===== config.mk =====
export PLATFORM = sky130hd
export DESIGN_NAME = rx_channel_scan_controller_unit
export DESIGN_NICKNAME = d
export VERILOG_FILES = /design/src/sv/rcsc_pkg.sv /design/src/sv/rcsc_cfg_regs.sv /design/src/sv/rcsc_core.sv /design/src/sv/rx_channel_scan_controller_unit.sv
export SDC_FILE = /design/constraint.sdc
export NUM_CORES = 1
export LEC_CHECK = 0
export BUFFER_PORTS_ARGS = -buffer_cell sky130_fd_sc_hd__buf_4
export CAP_MARGIN = 20
export CORE_ASPECT_RATIO = 0.6
export CORE_MARGIN = 5
export CORE_UTILIZATION = 30
export CTS_BUF_LIST = sky130_fd_sc_hd__clkbuf_16
export CTS_CLUSTER_DIAMETER = 40
export DETAILED_ROUTE_END_ITERATION = 16
export GPL_ROUTABILITY_DRIVEN = 0
export SYNTH_ARGS = -nofsm -noshare
export SYNTH_HDL_FRONTEND = slang
export SYNTH_SLANG_ARGS = --single-unit

===== constraint.sdc =====
create_clock -name clk -period 6.96 [get_ports clk]
set_clock_uncertainty 0.2 [all_clocks]
set_input_delay 0.348 -clock clk [delete_from_list [all_inputs] [get_ports clk]]
set_output_delay 0.348 -clock clk [all_outputs]
set_load 0.03 [all_outputs]

===== src/sv/rcsc_pkg.sv =====
// rcsc_pkg: shared types and constants of the receive channel scan controller.
// Used by rcsc_cfg_regs, rcsc_core and rx_channel_scan_controller_unit.
// No dependencies.
package rcsc_pkg;

    // Field widths
    localparam int CNT_W     = 24;
    localparam int FREQ_W    = 30;
    localparam int CFG_W     = 30;
    localparam int CFG_IDX_W = 3;
    localparam int NUM_FREQ  = 4;

    localparam logic [CNT_W-1:0] CNT_MAX         = {CNT_W{1'b1}};
    localparam logic [CNT_W-1:0] PRE_TIMEOUT_RST = 24'd100000;
    localparam logic [2:0]       CHAN_COUNT_RST  = 3'd1;

    // Radio mode, also the controller state
    typedef enum logic [2:0] {
        MODE_IDLE = 3'd0,
        MODE_RX   = 3'd1,
        MODE_TX   = 3'd2,
        MODE_PRE  = 3'd3,
        MODE_PAY  = 3'd4
    } mode_t;

    // Action requested toward the radio
    typedef enum logic [2:0] {
        ACT_NONE     = 3'd0,
        ACT_CLEAR    = 3'd1,
        ACT_CLEAR_RX = 3'd2,
        ACT_READ     = 3'd3,
        ACT_RETUNE   = 3'd4
    } action_t;

    // Input word kinds
    typedef enum logic [1:0] {
        OP_LINE     = 2'd0,
        OP_TICK     = 2'd1,
        OP_TX_START = 2'd2,
        OP_TX_END   = 2'd3
    } opcode_t;

    // Configuration register indexes
    typedef enum logic [CFG_IDX_W-1:0] {
        REG_CHANNEL_COUNT = 3'd0,
        REG_SCAN_TIME     = 3'd1,
        REG_PRE_TIMEOUT   = 3'd2,
        REG_FREQ_CH0      = 3'd3,
        REG_FREQ_CH1      = 3'd4,
        REG_FREQ_CH2      = 3'd5,
        REG_FREQ_CH3      = 3'd6
    } reg_index_t;

    // Effective configuration seen by the core
    typedef struct packed {
        logic [2:0]                           chan_count;  // clamped, 1..MAX_CHANNELS
        logic [CNT_W-1:0]                     scan_us;     // zero already replaced
        logic [CNT_W-1:0]                     pre_timeout;
        logic [NUM_FREQ-1:0][FREQ_W-1:0]      freq;
    } cfg_t;

    // One input word
    typedef struct packed {
        opcode_t op;
        logic    preamble;
        logic    payload;
        logic    tx_ready;
    } item_t;

    // One result word
    typedef struct packed {
        mode_t              mode;
        action_t            action;
        logic [1:0]         channel;
        logic [FREQ_W-1:0]  frequency;
    } result_t;

endpackage


===== src/sv/rcsc_cfg_regs.sv =====
// rcsc_cfg_regs: configuration register file with channel count clamp and
// default scan time substitution. Depends on rcsc_pkg.
module rcsc_cfg_regs #(
    parameter int MAX_CHANNELS    = 4,
    parameter int DEFAULT_SCAN_US = 10000
) (
    input  logic                                  clk,
    input  logic                                  rst_n,
    input  logic                                  cfg_we,
    input  logic [rcsc_pkg::CFG_IDX_W-1:0]        cfg_index,
    input  logic [rcsc_pkg::CFG_W-1:0]            cfg_data,
    output rcsc_pkg::cfg_t                        cfg
);

    logic [2:0]                                         chan_count_reg;
    logic [rcsc_pkg::CNT_W-1:0]                         scan_reg;
    logic [rcsc_pkg::CNT_W-1:0]                         pre_timeout_reg;
    logic [rcsc_pkg::NUM_FREQ-1:0][rcsc_pkg::FREQ_W-1:0] freq_reg;

    logic [3:0] count_wide;

    // Register writes; indexes past the list are dropped
    always_ff @(posedge clk or negedge rst_n)
    begin
        if (!rst_n)
        begin
            chan_count_reg  <= rcsc_pkg::CHAN_COUNT_RST;
            scan_reg        <= '0;
            pre_timeout_reg <= rcsc_pkg::PRE_TIMEOUT_RST;
            freq_reg        <= '0;
        end
        else if (cfg_we)
        begin
            case (rcsc_pkg::reg_index_t'(cfg_index))
                rcsc_pkg::REG_CHANNEL_COUNT: chan_count_reg  <= cfg_data[2:0];
                rcsc_pkg::REG_SCAN_TIME:     scan_reg        <= cfg_data[rcsc_pkg::CNT_W-1:0];
                rcsc_pkg::REG_PRE_TIMEOUT:   pre_timeout_reg <= cfg_data[rcsc_pkg::CNT_W-1:0];
                rcsc_pkg::REG_FREQ_CH0:      freq_reg[0]     <= cfg_data;
                rcsc_pkg::REG_FREQ_CH1:      freq_reg[1]     <= cfg_data;
                rcsc_pkg::REG_FREQ_CH2:      freq_reg[2]     <= cfg_data;
                rcsc_pkg::REG_FREQ_CH3:      freq_reg[3]     <= cfg_data;
                default: ;
            endcase
        end
    end

    // Clamp channel count: zero means one, cap at MAX_CHANNELS
    always_comb
    begin
        count_wide = {1'b0, chan_count_reg};
        if (count_wide == 4'd0)
            count_wide = 4'd1;
        if (count_wide > 4'(MAX_CHANNELS))
            count_wide = 4'(MAX_CHANNELS);
    end

    always_comb
    begin
        cfg.chan_count  = count_wide[2:0];
        cfg.scan_us     = (scan_reg == '0) ? rcsc_pkg::CNT_W'(DEFAULT_SCAN_US) : scan_reg;
        cfg.pre_timeout = pre_timeout_reg;
        cfg.freq        = freq_reg;
    end

endmodule


===== src/sv/rcsc_core.sv =====
// rcsc_core: mode state machine, dwell and preamble counters, channel index.
// Works out one result per step from the registered input word. Depends on rcsc_pkg.
module rcsc_core #(
    parameter int MAX_CHANNELS   = 4,
    parameter int TICK_PERIOD_US = 100
) (
    input  logic                 clk,
    input  logic                 rst_n,
    input  logic                 step,
    input  rcsc_pkg::item_t      item,
    input  rcsc_pkg::cfg_t       cfg,
    output rcsc_pkg::result_t    result
);

    localparam int IDX_W  = $clog2(MAX_CHANNELS);
    localparam int TP_W   = $clog2(TICK_PERIOD_US + 1);
    localparam int PROD_W = rcsc_pkg::CNT_W + TP_W;

    rcsc_pkg::mode_t            mode_reg, mode_next;
    logic [rcsc_pkg::CNT_W-1:0] dwell_reg, dwell_next;
    logic [rcsc_pkg::CNT_W-1:0] pre_reg, pre_next;
    logic [IDX_W-1:0]           idx_reg, idx_next;
    rcsc_pkg::action_t          action;

    logic [rcsc_pkg::CNT_W-1:0] dwell_inc, pre_inc;
    logic [PROD_W-1:0]          dwell_time, pre_time;
    logic [3:0]                 idx_plus;

    // State registers
    always_ff @(posedge clk or negedge rst_n)
    begin
        if (!rst_n)
        begin
            mode_reg  <= rcsc_pkg::MODE_IDLE;
            dwell_reg <= '0;
            pre_reg   <= '0;
            idx_reg   <= '0;
        end
        else if (step)
        begin
            mode_reg  <= mode_next;
            dwell_reg <= dwell_next;
            pre_reg   <= pre_next;
            idx_reg   <= idx_next;
        end
    end

    // Saturating counts and elapsed time in us
    always_comb
    begin
        dwell_inc  = (dwell_reg == rcsc_pkg::CNT_MAX) ? dwell_reg : dwell_reg + 1'b1;
        pre_inc    = (pre_reg == rcsc_pkg::CNT_MAX) ? pre_reg : pre_reg + 1'b1;
        dwell_time = PROD_W'(dwell_inc) * PROD_W'(TICK_PERIOD_US);
        pre_time   = PROD_W'(pre_inc) * PROD_W'(TICK_PERIOD_US);
        idx_plus   = 4'(idx_reg) + 4'd1;
    end

    // Next mode
    always_comb
    begin
        mode_next = mode_reg;
        case (item.op)
            rcsc_pkg::OP_LINE:
            begin
                if (item.payload)
                    mode_next = rcsc_pkg::MODE_PAY;
                else if (item.preamble)
                    mode_next = rcsc_pkg::MODE_PRE;
                else
                    mode_next = rcsc_pkg::MODE_RX;
            end
            rcsc_pkg::OP_TICK:
            begin
                if (mode_reg == rcsc_pkg::MODE_PAY && item.tx_ready)
                    mode_next = rcsc_pkg::MODE_RX;
            end
            rcsc_pkg::OP_TX_START: mode_next = rcsc_pkg::MODE_TX;
            rcsc_pkg::OP_TX_END:
            begin
                if (mode_reg == rcsc_pkg::MODE_TX)
                    mode_next = rcsc_pkg::MODE_RX;
            end
            default: ;
        endcase
    end

    // Counters, channel index and action on ticks
    always_comb
    begin
        dwell_next = dwell_reg;
        pre_next   = pre_reg;
        idx_next   = idx_reg;
        action     = rcsc_pkg::ACT_NONE;
        if (item.op == rcsc_pkg::OP_TICK)
        begin
            case (mode_reg)
                rcsc_pkg::MODE_PAY:
                begin
                    if (item.tx_ready)
                        action = rcsc_pkg::ACT_CLEAR_RX;
                    else
                    begin
                        dwell_next = '0;
                        pre_next   = '0;
                        action     = rcsc_pkg::ACT_READ;
                    end
                end
                rcsc_pkg::MODE_PRE:
                begin
                    dwell_next = '0;
                    if (pre_time >= PROD_W'(cfg.pre_timeout))
                    begin
                        pre_next = '0;
                        action   = rcsc_pkg::ACT_CLEAR;
                    end
                    else
                        pre_next = pre_inc;
                end
                rcsc_pkg::MODE_RX:
                begin
                    if (dwell_time < PROD_W'(cfg.scan_us))
                        dwell_next = dwell_inc;
                    else
                    begin
                        dwell_next = '0;
                        if (cfg.chan_count != 3'd1)
                        begin
                            // wrap also catches an index left stale by a smaller count
                            idx_next = (idx_plus >= {1'b0, cfg.chan_count}) ?
                                       '0 : IDX_W'(idx_plus);
                            action   = rcsc_pkg::ACT_RETUNE;
                        end
                    end
                end
                default: ;
            endcase
        end
    end

    // Result word from the updated state
    always_comb
    begin
        result.mode      = mode_next;
        result.action    = action;
        result.channel   = 2'(idx_next);
        result.frequency = (4'(idx_next) < 4'(rcsc_pkg::NUM_FREQ)) ?
                           cfg.freq[2'(idx_next)] : '0;
    end

endmodule


===== src/sv/rx_channel_scan_controller_unit.sv =====
// Receive channel scan controller, top level.
// Path: a word accepted into the input register is worked out by the core and held in the result register.
// Throughput: one word per cycle while out_stall is low; the single compute stage between the input
// register and the result register sets it.
// Reset (rst_n, async, low): mode idle, counters and channel zero, registers to defaults.
// Depends on rcsc_pkg, rcsc_cfg_regs, rcsc_core.
module rx_channel_scan_controller_unit #(
    parameter int MAX_CHANNELS    = 4,
    parameter int TICK_PERIOD_US  = 100,
    parameter int DEFAULT_SCAN_US = 10000
) (
    input  logic                              clk,
    input  logic                              rst_n,
    // configuration
    input  logic                              cfg_we,
    input  logic [rcsc_pkg::CFG_IDX_W-1:0]    cfg_index,
    input  logic [rcsc_pkg::CFG_W-1:0]        cfg_data,
    // input channel
    input  logic                              in_valid,
    output logic                              in_stall,
    input  logic [1:0]                        opcode,
    input  logic                              preamble_line,
    input  logic                              payload_line,
    input  logic                              tx_ready,
    // output channel
    output logic                              out_valid,
    input  logic                              out_stall,
    output logic [2:0]                        mode,
    output logic [2:0]                        action,
    output logic [1:0]                        channel,
    output logic [rcsc_pkg::FREQ_W-1:0]       frequency
);

    rcsc_pkg::cfg_t    cfg;
    rcsc_pkg::item_t   item_reg;
    rcsc_pkg::result_t result, result_reg;
    logic              in_valid_reg, in_valid_next;
    logic              out_valid_reg, out_valid_next;
    logic              in_accept, advance;

    rcsc_cfg_regs #(
        .MAX_CHANNELS    (MAX_CHANNELS),
        .DEFAULT_SCAN_US (DEFAULT_SCAN_US)
    ) u_cfg (
        .clk       (clk),
        .rst_n     (rst_n),
        .cfg_we    (cfg_we),
        .cfg_index (cfg_index),
        .cfg_data  (cfg_data),
        .cfg       (cfg)
    );

    rcsc_core #(
        .MAX_CHANNELS   (MAX_CHANNELS),
        .TICK_PERIOD_US (TICK_PERIOD_US)
    ) u_core (
        .clk    (clk),
        .rst_n  (rst_n),
        .step   (advance),
        .item   (item_reg),
        .cfg    (cfg),
        .result (result)
    );

    // Handshake: the input register moves on when the result register is free
    always_comb
    begin
        advance        = in_valid_reg && (!out_valid_reg || !out_stall);
        in_stall       = in_valid_reg && !advance;
        in_accept      = in_valid && !in_stall;
        in_valid_next  = in_accept ? 1'b1 : (advance ? 1'b0 : in_valid_reg);
        out_valid_next = advance ? 1'b1 : (out_stall ? out_valid_reg : 1'b0);
    end

    // Control flops
    always_ff @(posedge clk or negedge rst_n)
    begin
        if (!rst_n)
        begin
            in_valid_reg  <= 1'b0;
            out_valid_reg <= 1'b0;
        end
        else
        begin
            in_valid_reg  <= in_valid_next;
            out_valid_reg <= out_valid_next;
        end
    end

    // Input word register
    always_ff @(posedge clk)
    begin
        if (in_accept)
        begin
            item_reg.op       <= rcsc_pkg::opcode_t'(opcode);
            item_reg.preamble <= preamble_line;
            item_reg.payload  <= payload_line;
            item_reg.tx_ready <= tx_ready;
        end
    end

    // Result word register
    always_ff @(posedge clk)
    begin
        if (advance)
            result_reg <= result;
    end

    assign out_valid = out_valid_reg;
    assign mode      = result_reg.mode;
    assign action    = result_reg.action;
    assign channel   = result_reg.channel;
    assign frequency = result_reg.frequency;

`ifndef SYNTH
    // an accepted word always lands in the input register
    a_accept_lands: assert property (@(posedge clk) disable iff (!rst_n)
        in_accept |=> in_valid_reg)
        else $error("accepted word lost before compute stage");

    // input side stalls only when both registers are full and the output is held
    a_stall_cause: assert property (@(posedge clk) disable iff (!rst_n)
        in_stall |-> (in_valid_reg && out_valid_reg && out_stall))
        else $error("input stalled without a full pipeline");

    // a computed word always reaches the result register
    a_advance_lands: assert property (@(posedge clk) disable iff (!rst_n)
        advance |=> out_valid_reg)
        else $error("computed word lost");

    // action and resulting mode agree
    a_read_in_payload: assert property (@(posedge clk) disable iff (!rst_n)
        (out_valid && (action == rcsc_pkg::ACT_READ)) |-> (mode == rcsc_pkg::MODE_PAY))
        else $error("packet read outside payload mode");

    a_rx_actions: assert property (@(posedge clk) disable iff (!rst_n)
        (out_valid && ((action == rcsc_pkg::ACT_RETUNE) ||
                       (action == rcsc_pkg::ACT_CLEAR_RX))) |-> (mode == rcsc_pkg::MODE_RX))
        else $error("retune or clear to receive outside receive mode");

    a_clear_in_preamble: assert property (@(posedge clk) disable iff (!rst_n)
        (out_valid && (action == rcsc_pkg::ACT_CLEAR)) |-> (mode == rcsc_pkg::MODE_PRE))
        else $error("flag clear outside preamble mode");
`endif

endmodule

==> results.md, run 1 <==
Worst setup path:
- The classification of the worst setup path is flop to flop.
- The end of the critical path is frequency[8].
- For the worst setup path, the data arrival time is 7.41 ns.
- The register-to-register setup slack is -0.38 ns.
- The worst register-to-register path ends at frequency[8].
- The worst register-to-register path begins at u_core.dwell_reg[0].
- For the worst setup path, the data required time is 7.03 ns.
- For the worst flop-to-flop path, the logic depth is 37.
- The start point of the critical path is u_core.dwell_reg[0].
- The nature of the critical path startpoint is a flop.
- The worst setup path is captured at a flop.
- The biggest cell delay along the critical path is 0.50 ns.
- Of all nets on the critical path, the largest fanout is 7.
- On the critical path, the stage with the largest delay is an instance of fa_1.

Final layout:
- The number of antenna diodes in the final layout is 0.
- The flip-flop count of the largest register, all copies and words added is 120.
- The library cell used most frequently in the layout, excluding fill and tap cells, is buf_4.
- Of the cells placed in the final design, the portion with a size suffix greater than 1 is 30.52%.
- Compared with the post-synthesis result, the final layout area differs by 33.44%.
- The final cell utilization of the core is 40.44%.
- The top cell types in the final layout, fill and taps aside, are buf_4 (320), nand2_1 (243), inv_1 (225).
- The net count of the finished layout is 2673.

Die:
- The die outline area is 70440 sq um.
- The standard-cell row count is 72.
- The core region is 64410 sq um.
- The vertical extent of the die is 207.6 um.
- The number of top-level pins is 83.
- The initial standard-cell utilization of the core is 30.30%.
- The die boundary width is 339.3 um.

Placed design:
- Prior to clock tree synthesis, the placed netlist has a worst setup slack of -0.5167 ns.
- The wire-length estimate of the detail-placed layout is 40.73 mm.
- The number of buffers inserted by port buffering is 82.

Global routing:
- The pin count of the biggest net entering global routing is 148.
- The number of global-route vias before repair is 16400.
- The aggregate global routing overflow is 0.
- The wire length of the first global-routing pass is 90.51 mm.
- Global routing used 15.71% of the available tracks.
- The number of antenna violations at the first check in global routing is 0.

Timing:
- The smallest clock period supported by the final layout is computed as 7.337 ns.
- The worst path uses 105.4% of the clock period.
- The tightest hold margin is 0.1768 ns.
- Setup repair after global routing could not meet its margin everywhere.
- The final-report hold violation count is 0.
- In the final timing run, aggregate negative setup slack is -10.58 ns.
- The minimum setup slack in the final design is -0.3767 ns.
- The tightest slew margin relative to the limit is 34.63%.
- The final setup violation count is 36.
- The maximum operating frequency is 136.3 MHz.
- The slew at the pin closest to its max-slew limit is 0.9782 ns.
- The count of pins over their slew limit is 0.

Routing:
- The iteration-0 DRC count of the detailed router is 1927.
- The mean number of vias per cell is 5.178.
- The average routed wire per standard cell is 18.11 um.
- The total iterations of the first detailed-routing run is 9.
- Once detail routing completed, the nets flagged for antenna violations numbered 0.
- The overall routed net length is 59.24 mm.
- The final routed DRC violation total is 0.
- Across all layers, the routed design uses 16940 vias.

Synth:
- The share of flip-flops with an asynchronous set or reset after synthesis is 84.01%.
- The count of unique library cells instantiated by Yosys is 81.
- The largest family of logic cells by synthesized area is adder cells.
- The synthesized netlist devotes 15.15% of its cell area to compound gates.
- After synthesis the cells add up to 19520 sq um.
- The gate count of the mapped netlist is 2049.
- The area share of and/or/nand/nor cells after synthesis is 12.24%.
- The number of nets in the synthesized netlist is 2330.
- The most instantiated flip-flop cell in the synthesis netlist is dfrtp_1.
- The portion of netlist area occupied by mux cells is 9.596%.
- The number of enable-type register cells in the synthesized netlist is 43.
- The Yosys warning count is 0.
- After synthesis, flip-flops and latches occupy 35.63% of the total area.
- The average instance in the mapped netlist occupies 9.527 sq um.
- The number of flip-flops and latches in the synthesized netlist is 269.
- The adder-cell share of the synthesized area is 16.68%.
- Of the total synthesized cell area, the portion taken by XOR and XNOR cells is 3.859%.

Pwr:
- The worst-case IR drop observed on VDD is 225.2 uV.
- Dividing total power by cell area gives a power density of 228.2 nW/um^2.
- For this design the static power due to leakage is 12.28 nW.
- The sum of internal, switching and leakage power is 0.005944 W.

Run status:
- The final reports fail on negative setup slack.
- The flow ran to the end, but the final reports show violations.

Clock tree:
- The H-tree was split into 2 levels.
- The TritonCTS clock tree is yes.
- After clock tree synthesis, the clock-pin slew on the worst setup and hold paths is 0.06 ns.
- Clock latency on the worst-skew pair, taken at its later pin, is 0.55 ns.
- No sink is reached through more buffers than the 3 on the longest clock path.
- CTS placed an instance of clkbuf_16 at the clock tree root.
- The total clock buffers created by CTS is 37.
- Counting every sink on the clock net gives 269.

Job:
- Max-cap violations in this run came to 0.

Worst hold path:
- The class of the most critical hold timing path is input port to async pin.
-- worst min-delay path by stage --
stage               startpoint                 endpoint  slack [ns]
floorplan                rst_n             in_valid_reg       -0.15
global placement         rst_n            u_cfg.cfg[65]        0.18
detailed placement       rst_n            u_cfg.cfg[65]        0.19
CTS                     cfg_we  u_cfg.chan_count_reg[0]        0.16
global route            cfg_we  u_cfg.chan_count_reg[0]        0.21
finish                   rst_n            u_cfg.cfg[65]        0.18
-- per-layer routing --
layer,vias to the layer above,routed length [um],share of wire (%),global-route usage (%)
met2,642,24300,41,22.53
met1,8280,29020,49,23.94
met3,66,5224,8.8,4.180
li1,7954,-,-,-
met4,0,703,1.2,2.505
met5,-,0,0,0
-- repair_timing --
item / 4_1_cts / 5_1_grt
buffers inserted: 13 / 26
endpoints found under the setup margin: 83 / 84
resized for setup: 34 / 150
hold buffers: 41 / 0
gates cloned: 1 / 7
endpoints found under the hold margin: 256 / 0
pin swaps: 15 / 111
-- power by group --
| group | internal (W) | switching (W) | total, W |
|---|---|---|---|
| Clock | 0.00119 | 0.000800 | 0.00199 |
| Combinational | 0.000883 | 0.000959 | 0.00184 |
| Sequential | 0.00191 | 0.000204 | 0.00212 |
| Total | 0.00398 | 0.00196 | 0.00594 |
-- synth_stat cells (14+ instances only) --
master / number / area [sq um]
fa_1: 37 / 740.7
edfxtp_1: 43 / 1291
nand4_1: 24 / 150.1
nand2b_1: 20 / 125.1
a211oi_1: 14 / 105.1
xnor2_1: 42 / 367.9
nand3_1: 36 / 180.2
a222oi_1: 59 / 590.6
a21o_1: 33 / 247.7
dfrtp_1: 219 / 5480
mux2_2: 134 / 1509
a31oi_1: 17 / 106.4
ha_1: 201 / 2515
and3_1: 21 / 131.4
mux2i_1: 35 / 350.3
o21ai_0: 165 / 825.8
nor3_1: 15 / 75.07
nor2_1: 88 / 330.3
a21oi_1: 63 / 315.3
nand2_1: 250 / 938.4
xor2_1: 44 / 385.4
o21ai_1: 23 / 115.1
inv_1: 238 / 893.4
clkbuf_1: 58 / 217.7
-- area by class of cell --
type | count | area, sq um
Inverter | 238 | 893.4
Fill cell | 6096 | 38360
Sequential cell | 269 | 6959
Clock inverter | 29 | 297.8
Tap cell | 851 | 1065
Clock buffer | 39 | 975.9
Timing Repair Buffer | 394 | 3401
Multi-Input combinational cell | 1452 | 12460
-- through the flow --
stage,cell area [sq um],cells
2_1_floorplan,19740,2049
3_3_place_gp,22840,3117
3_5_place_dp,22840,3117
4_1_cts,24800,3240
5_1_grt,26050,3272
6_report,26050,3272
-- critical path: cells and delay by family (launching register included) --
family                   cells  cell delay, ns
AO/OA/AOI/OAI               10            2.17
XOR/XNOR                     2            0.27
buffers and inverters        8            1.05
flip-flops                   1            0.38
adder cells (fa/ha/maj)      6            1.73
AND/OR/NAND/NOR             10            1.13
multiplexers                 1            0.13
-- cell families (layout without fill, tap and decap cells) --
| logic type | after synthesis | count (layout) |
|---|---|---|
| AO/OA/AOI/OAI | 446 | 446 |
| XOR/XNOR | 86 | 86 |
| adder cells (fa/ha/maj) | 238 | 238 |
| buffers and inverters | 328 | 700 |
| flip-flops | 269 | 269 |
| multiplexers | 170 | 170 |
| AND/OR/NAND/NOR | 512 | 512 |
No activity file was read; power rests on OpenSTA's default activity.
==> run 2, diff against run 1 <==
Settings changed: ABC_AREA set to 1.
==> run 2 against run 1 <==
  * The flow now finishes without violations
  * Sequential share of layout area up 3.1 points
  * Global-route usage up 0.27 points
  * Via count down 0.99%
  * Register-to-register slack better by 0.76 ns
  * Critical path depth up 1
  * Cell count up 8.9%
==> results.md, run 2 <==
Worst setup path:
- The data arrival time of the worst path is 6.67 ns.
- The cell family contributing the most delay on the critical path is simple AND/OR/NAND/NOR gates.
- The sum of buffers and inverters on the critical path is 6.
- The maximum fanout encountered on the critical timing path is 10.
- On the worst path, the slowest cell contributes a delay of 0.50 ns.
- The cell depth of the worst setup path is 38.
- The worst setup path is launched from a flop.
- The worst register-to-register path begins at u_core.dwell_reg[0].
- The required time of the critical path is 7.05 ns.
- The critical path starts at u_core.dwell_reg[0].
- The cell that appears most often on the critical path is nand2_1.
- The worst setup path is captured at a flop.
- The slowest stage of the critical path is the fa_1 cell.
- The worst-case reg-to-reg path depth is 38.
- The classification of the worst setup path is flop to flop.

Synth:
- In the post-synthesis netlist, the biggest area contributors are dfrtp_1 (28%), ha_1 (13%), inv_1 (10%), nand2_1 (9.7%), edfxtp_1 (6.7%).
- The cell type with the highest aggregate area in the netlist is dfrtp_1.
- Averaged over all synthesized cells, the footprint is 7.766 sq um.
- In this run the cell area of the synthesized design comes to 19380 sq um.
- For this run, asynchronously set or reset flops after synthesis account for 84.01%.
- By count the netlist is led by inv_1 (521), nand2_1 (501), o21ai_0 (226), dfrtp_1 (219), nand3_1 (211).
- The Yosys warning count is 0.
- By instance count, the leading cell after synthesis is inv_1.
- In the synthesized netlist the dominant register cell turns out to be dfrtp_1.
- The gate count of the mapped netlist is 2495.
- The top cell type's share of synthesized area is 28.28%.
- The netlist uses 49 different library cells.
- The net count after synthesis is 2776.
- The number of enable-type register cells in the synthesized netlist is 43.
- Sequential elements use 35.89% of the synthesized area.
- The synthesized design contains 269 register bits.

Global routing:
- The pin count of the biggest net entering global routing is 164.
- The total overflow left after global routing is 0.
- The number of antenna violations at the first check in global routing was 1.
- The number of global-route vias before repair is 15490.
- The global routing usage summed across all routing layers is 15.98%.
- The wire length of the first global-routing pass is 88.87 mm.

Routing:
- In this run the remaining antenna-violating nets after routing total 0.
- The detailed-route via count is 16780.
- The first routing iteration left 1781 violations.
- The total iterations of the first detailed-routing run is 5.
- The final layout contains routed wiring with a total length of 56.96 mm.
- In the final routed layout, each cell accounts on average for 15.99 um.
- For this run, design rule violations remaining after detail routing come to 0.
- The mean number of vias per cell is 4.708.

Die:
- The region available for standard cell placement spans 64230 sq um.
- The standard-cell row count is 72.
- The die covers 69940 sq um.
- The floorplan step set the die width to 338.1 um.
- The initial utilization of the core area, before any placement, comes to 30.17%.
- The vertical extent of the die is 206.9 um.
- 83 I/O pins were placed.

Clock tree:
- The total clock buffers created by CTS is 35.
- The cell chosen for the clock root is clkbuf_16.
- The clock-pin slew on the worst setup and hold paths is 0.06 ns.
- TritonCTS built the clock tree.
- Counting every sink on the clock net gives 269.
- The H-tree generated during clock tree synthesis spans 2 levels.
- The clock insertion delay at the later pin of the skew report is 0.56 ns.
- The maximum root-to-sink buffer count is 3.

Timing:
- In the finished design, the share of the clock period the worst path needs comes to 94.47%.
- The count of pins over their slew limit is 0.
- The maximum operating frequency is 152.1 MHz.
- The final-report hold violation count was 0.
- The setup TNS is 0 ns.
- After layout, the minimum clock period comes to 6.575 ns.
- The final setup violation count is 0.
- In this run the tightest slew margin relative to its limit is 30.87%.
- At the pin with the least slew margin, the transition time is 1.033 ns.

Final layout:
- The layout cell share with drive strength beyond 1 is 12.39%.
- The number of inserted filler cells in the final layout is 6657.
- The net count reported at finish is 2966.
- The area growth from synthesis to layout is 20.55%.
- The register with the most flip-flops in the layout has 120 of them.
- The antenna cell count is 0.
- The library cells used most frequently in the layout, excluding fill and tap cells, are inv_1 (528), nand2_1 (496), o21ai_0 (224).
- The most common cell after layout, fill and taps aside is inv_1.

Run status:
- The flow ran to the end, and the final reports show no timing, DRC or antenna violations.

Job:
- Across the run, the number of max-cap violations was 0.

Placed design:
- The number of buffers inserted by port buffering is 82.
- The estimated wirelength of the detail-placed design is 42.29 mm.

Worst hold path:
- The number of cells traversed by the worst hold path is 3.
- The startpoint identified for the worst hold timing path is cfg_data[3].
- The min-delay analysis places its worst path in the category input port to flop.
## run 2: changes by cell type after synthesis, sizes merged, moves of 22 or more
cell,delta
nand2,+263
mux2i,-36
nor3,+24
inv,+286
o21ai,+45
xnor2,-22
o22ai,+26
nor2,+25
a222oi,-59
nand3,+175
a21o,-27
mux2,-134
## run 2: per-layer routing
layer  track usage, %  part of all wire, %  vias up
li1                 -                    -     8380
met1            26.00                   53     7758
met2            20.84                   37      574
met3            4.016                  9.1       63
met4            2.856                  1.5        0
met5                0                    0        -
## run 2: final timing paths
kind / to / slack, ns
min in group asynchronous: u_cfg.cfg[114] / 0.13
hold reg to reg: u_cfg.cfg[46] / 0.28
setup / recovery: frequency[15] / 0.38
max in group asynchronous: u_core.dwell_reg[22] / 5.05
setup reg to reg: frequency[15] / 0.38
hold / removal: u_cfg.scan_reg[3] / 0.006
## run 2: metrics by stage
stage | hold slack, ns | instance area (sq um) | instances | setup WS [ns] | util (%)
after floorplan | -0.1476 | 19380 | 2495 | 1.034 | -
after CTS | 0.006713 | 23010 | 3554 | 0.1217 | 35.82
final | 0.005694 | 23360 | 3563 | 0.3850 | 36.37
after global placement | 0.1342 | 21680 | 3472 | 0.08433 | 33.76
after global routing | 0.03381 | 23360 | 3563 | -0.07103 | 36.37
after detailed placement | 0.1320 | 21680 | 3472 | 0.1486 | 33.76
## run 2: logic make-up after synthesis
logic type | synth area share (%)
xor gates and xnor gates | 3.842
DFF | 35.89
AOI/OAI and AO/OA | 10.60
and+or+nand+nor | 20.88
buffers and inverters | 11.98
adders and majority gates | 16.80
## run 2: repair_timing
action / 4_1_cts / 5_1_grt
hold buffers: 18 / 0
buffers inserted: 0 / 7
endpoints found under the hold margin: 106 / 0
resized for setup: 0 / 46
setup endpoints to repair: 0 / 72
## run 2: area by class of cell
cell class	count	area (sq um)	area share (%)
multi-input cells	1631	10350	44.30
flip-flops and latches	269	6955	29.78
inverters	525	1976	8.457
repair buffers	223	1873	8.018
well taps	851	1065	4.558
clock buffers	35	875.8	3.749
clock inverters	29	267.8	1.146
## run 2: tightest hold or removal path: cells and delay by family
kind | cells | cell delay [ns]
compound gates | 1 | 0.18
buf+inv | 2 | 0.20
Power of run 2 is not shown: default switching activity piles up to over one toggle a cycle in this logic, so the estimate is an artifact.
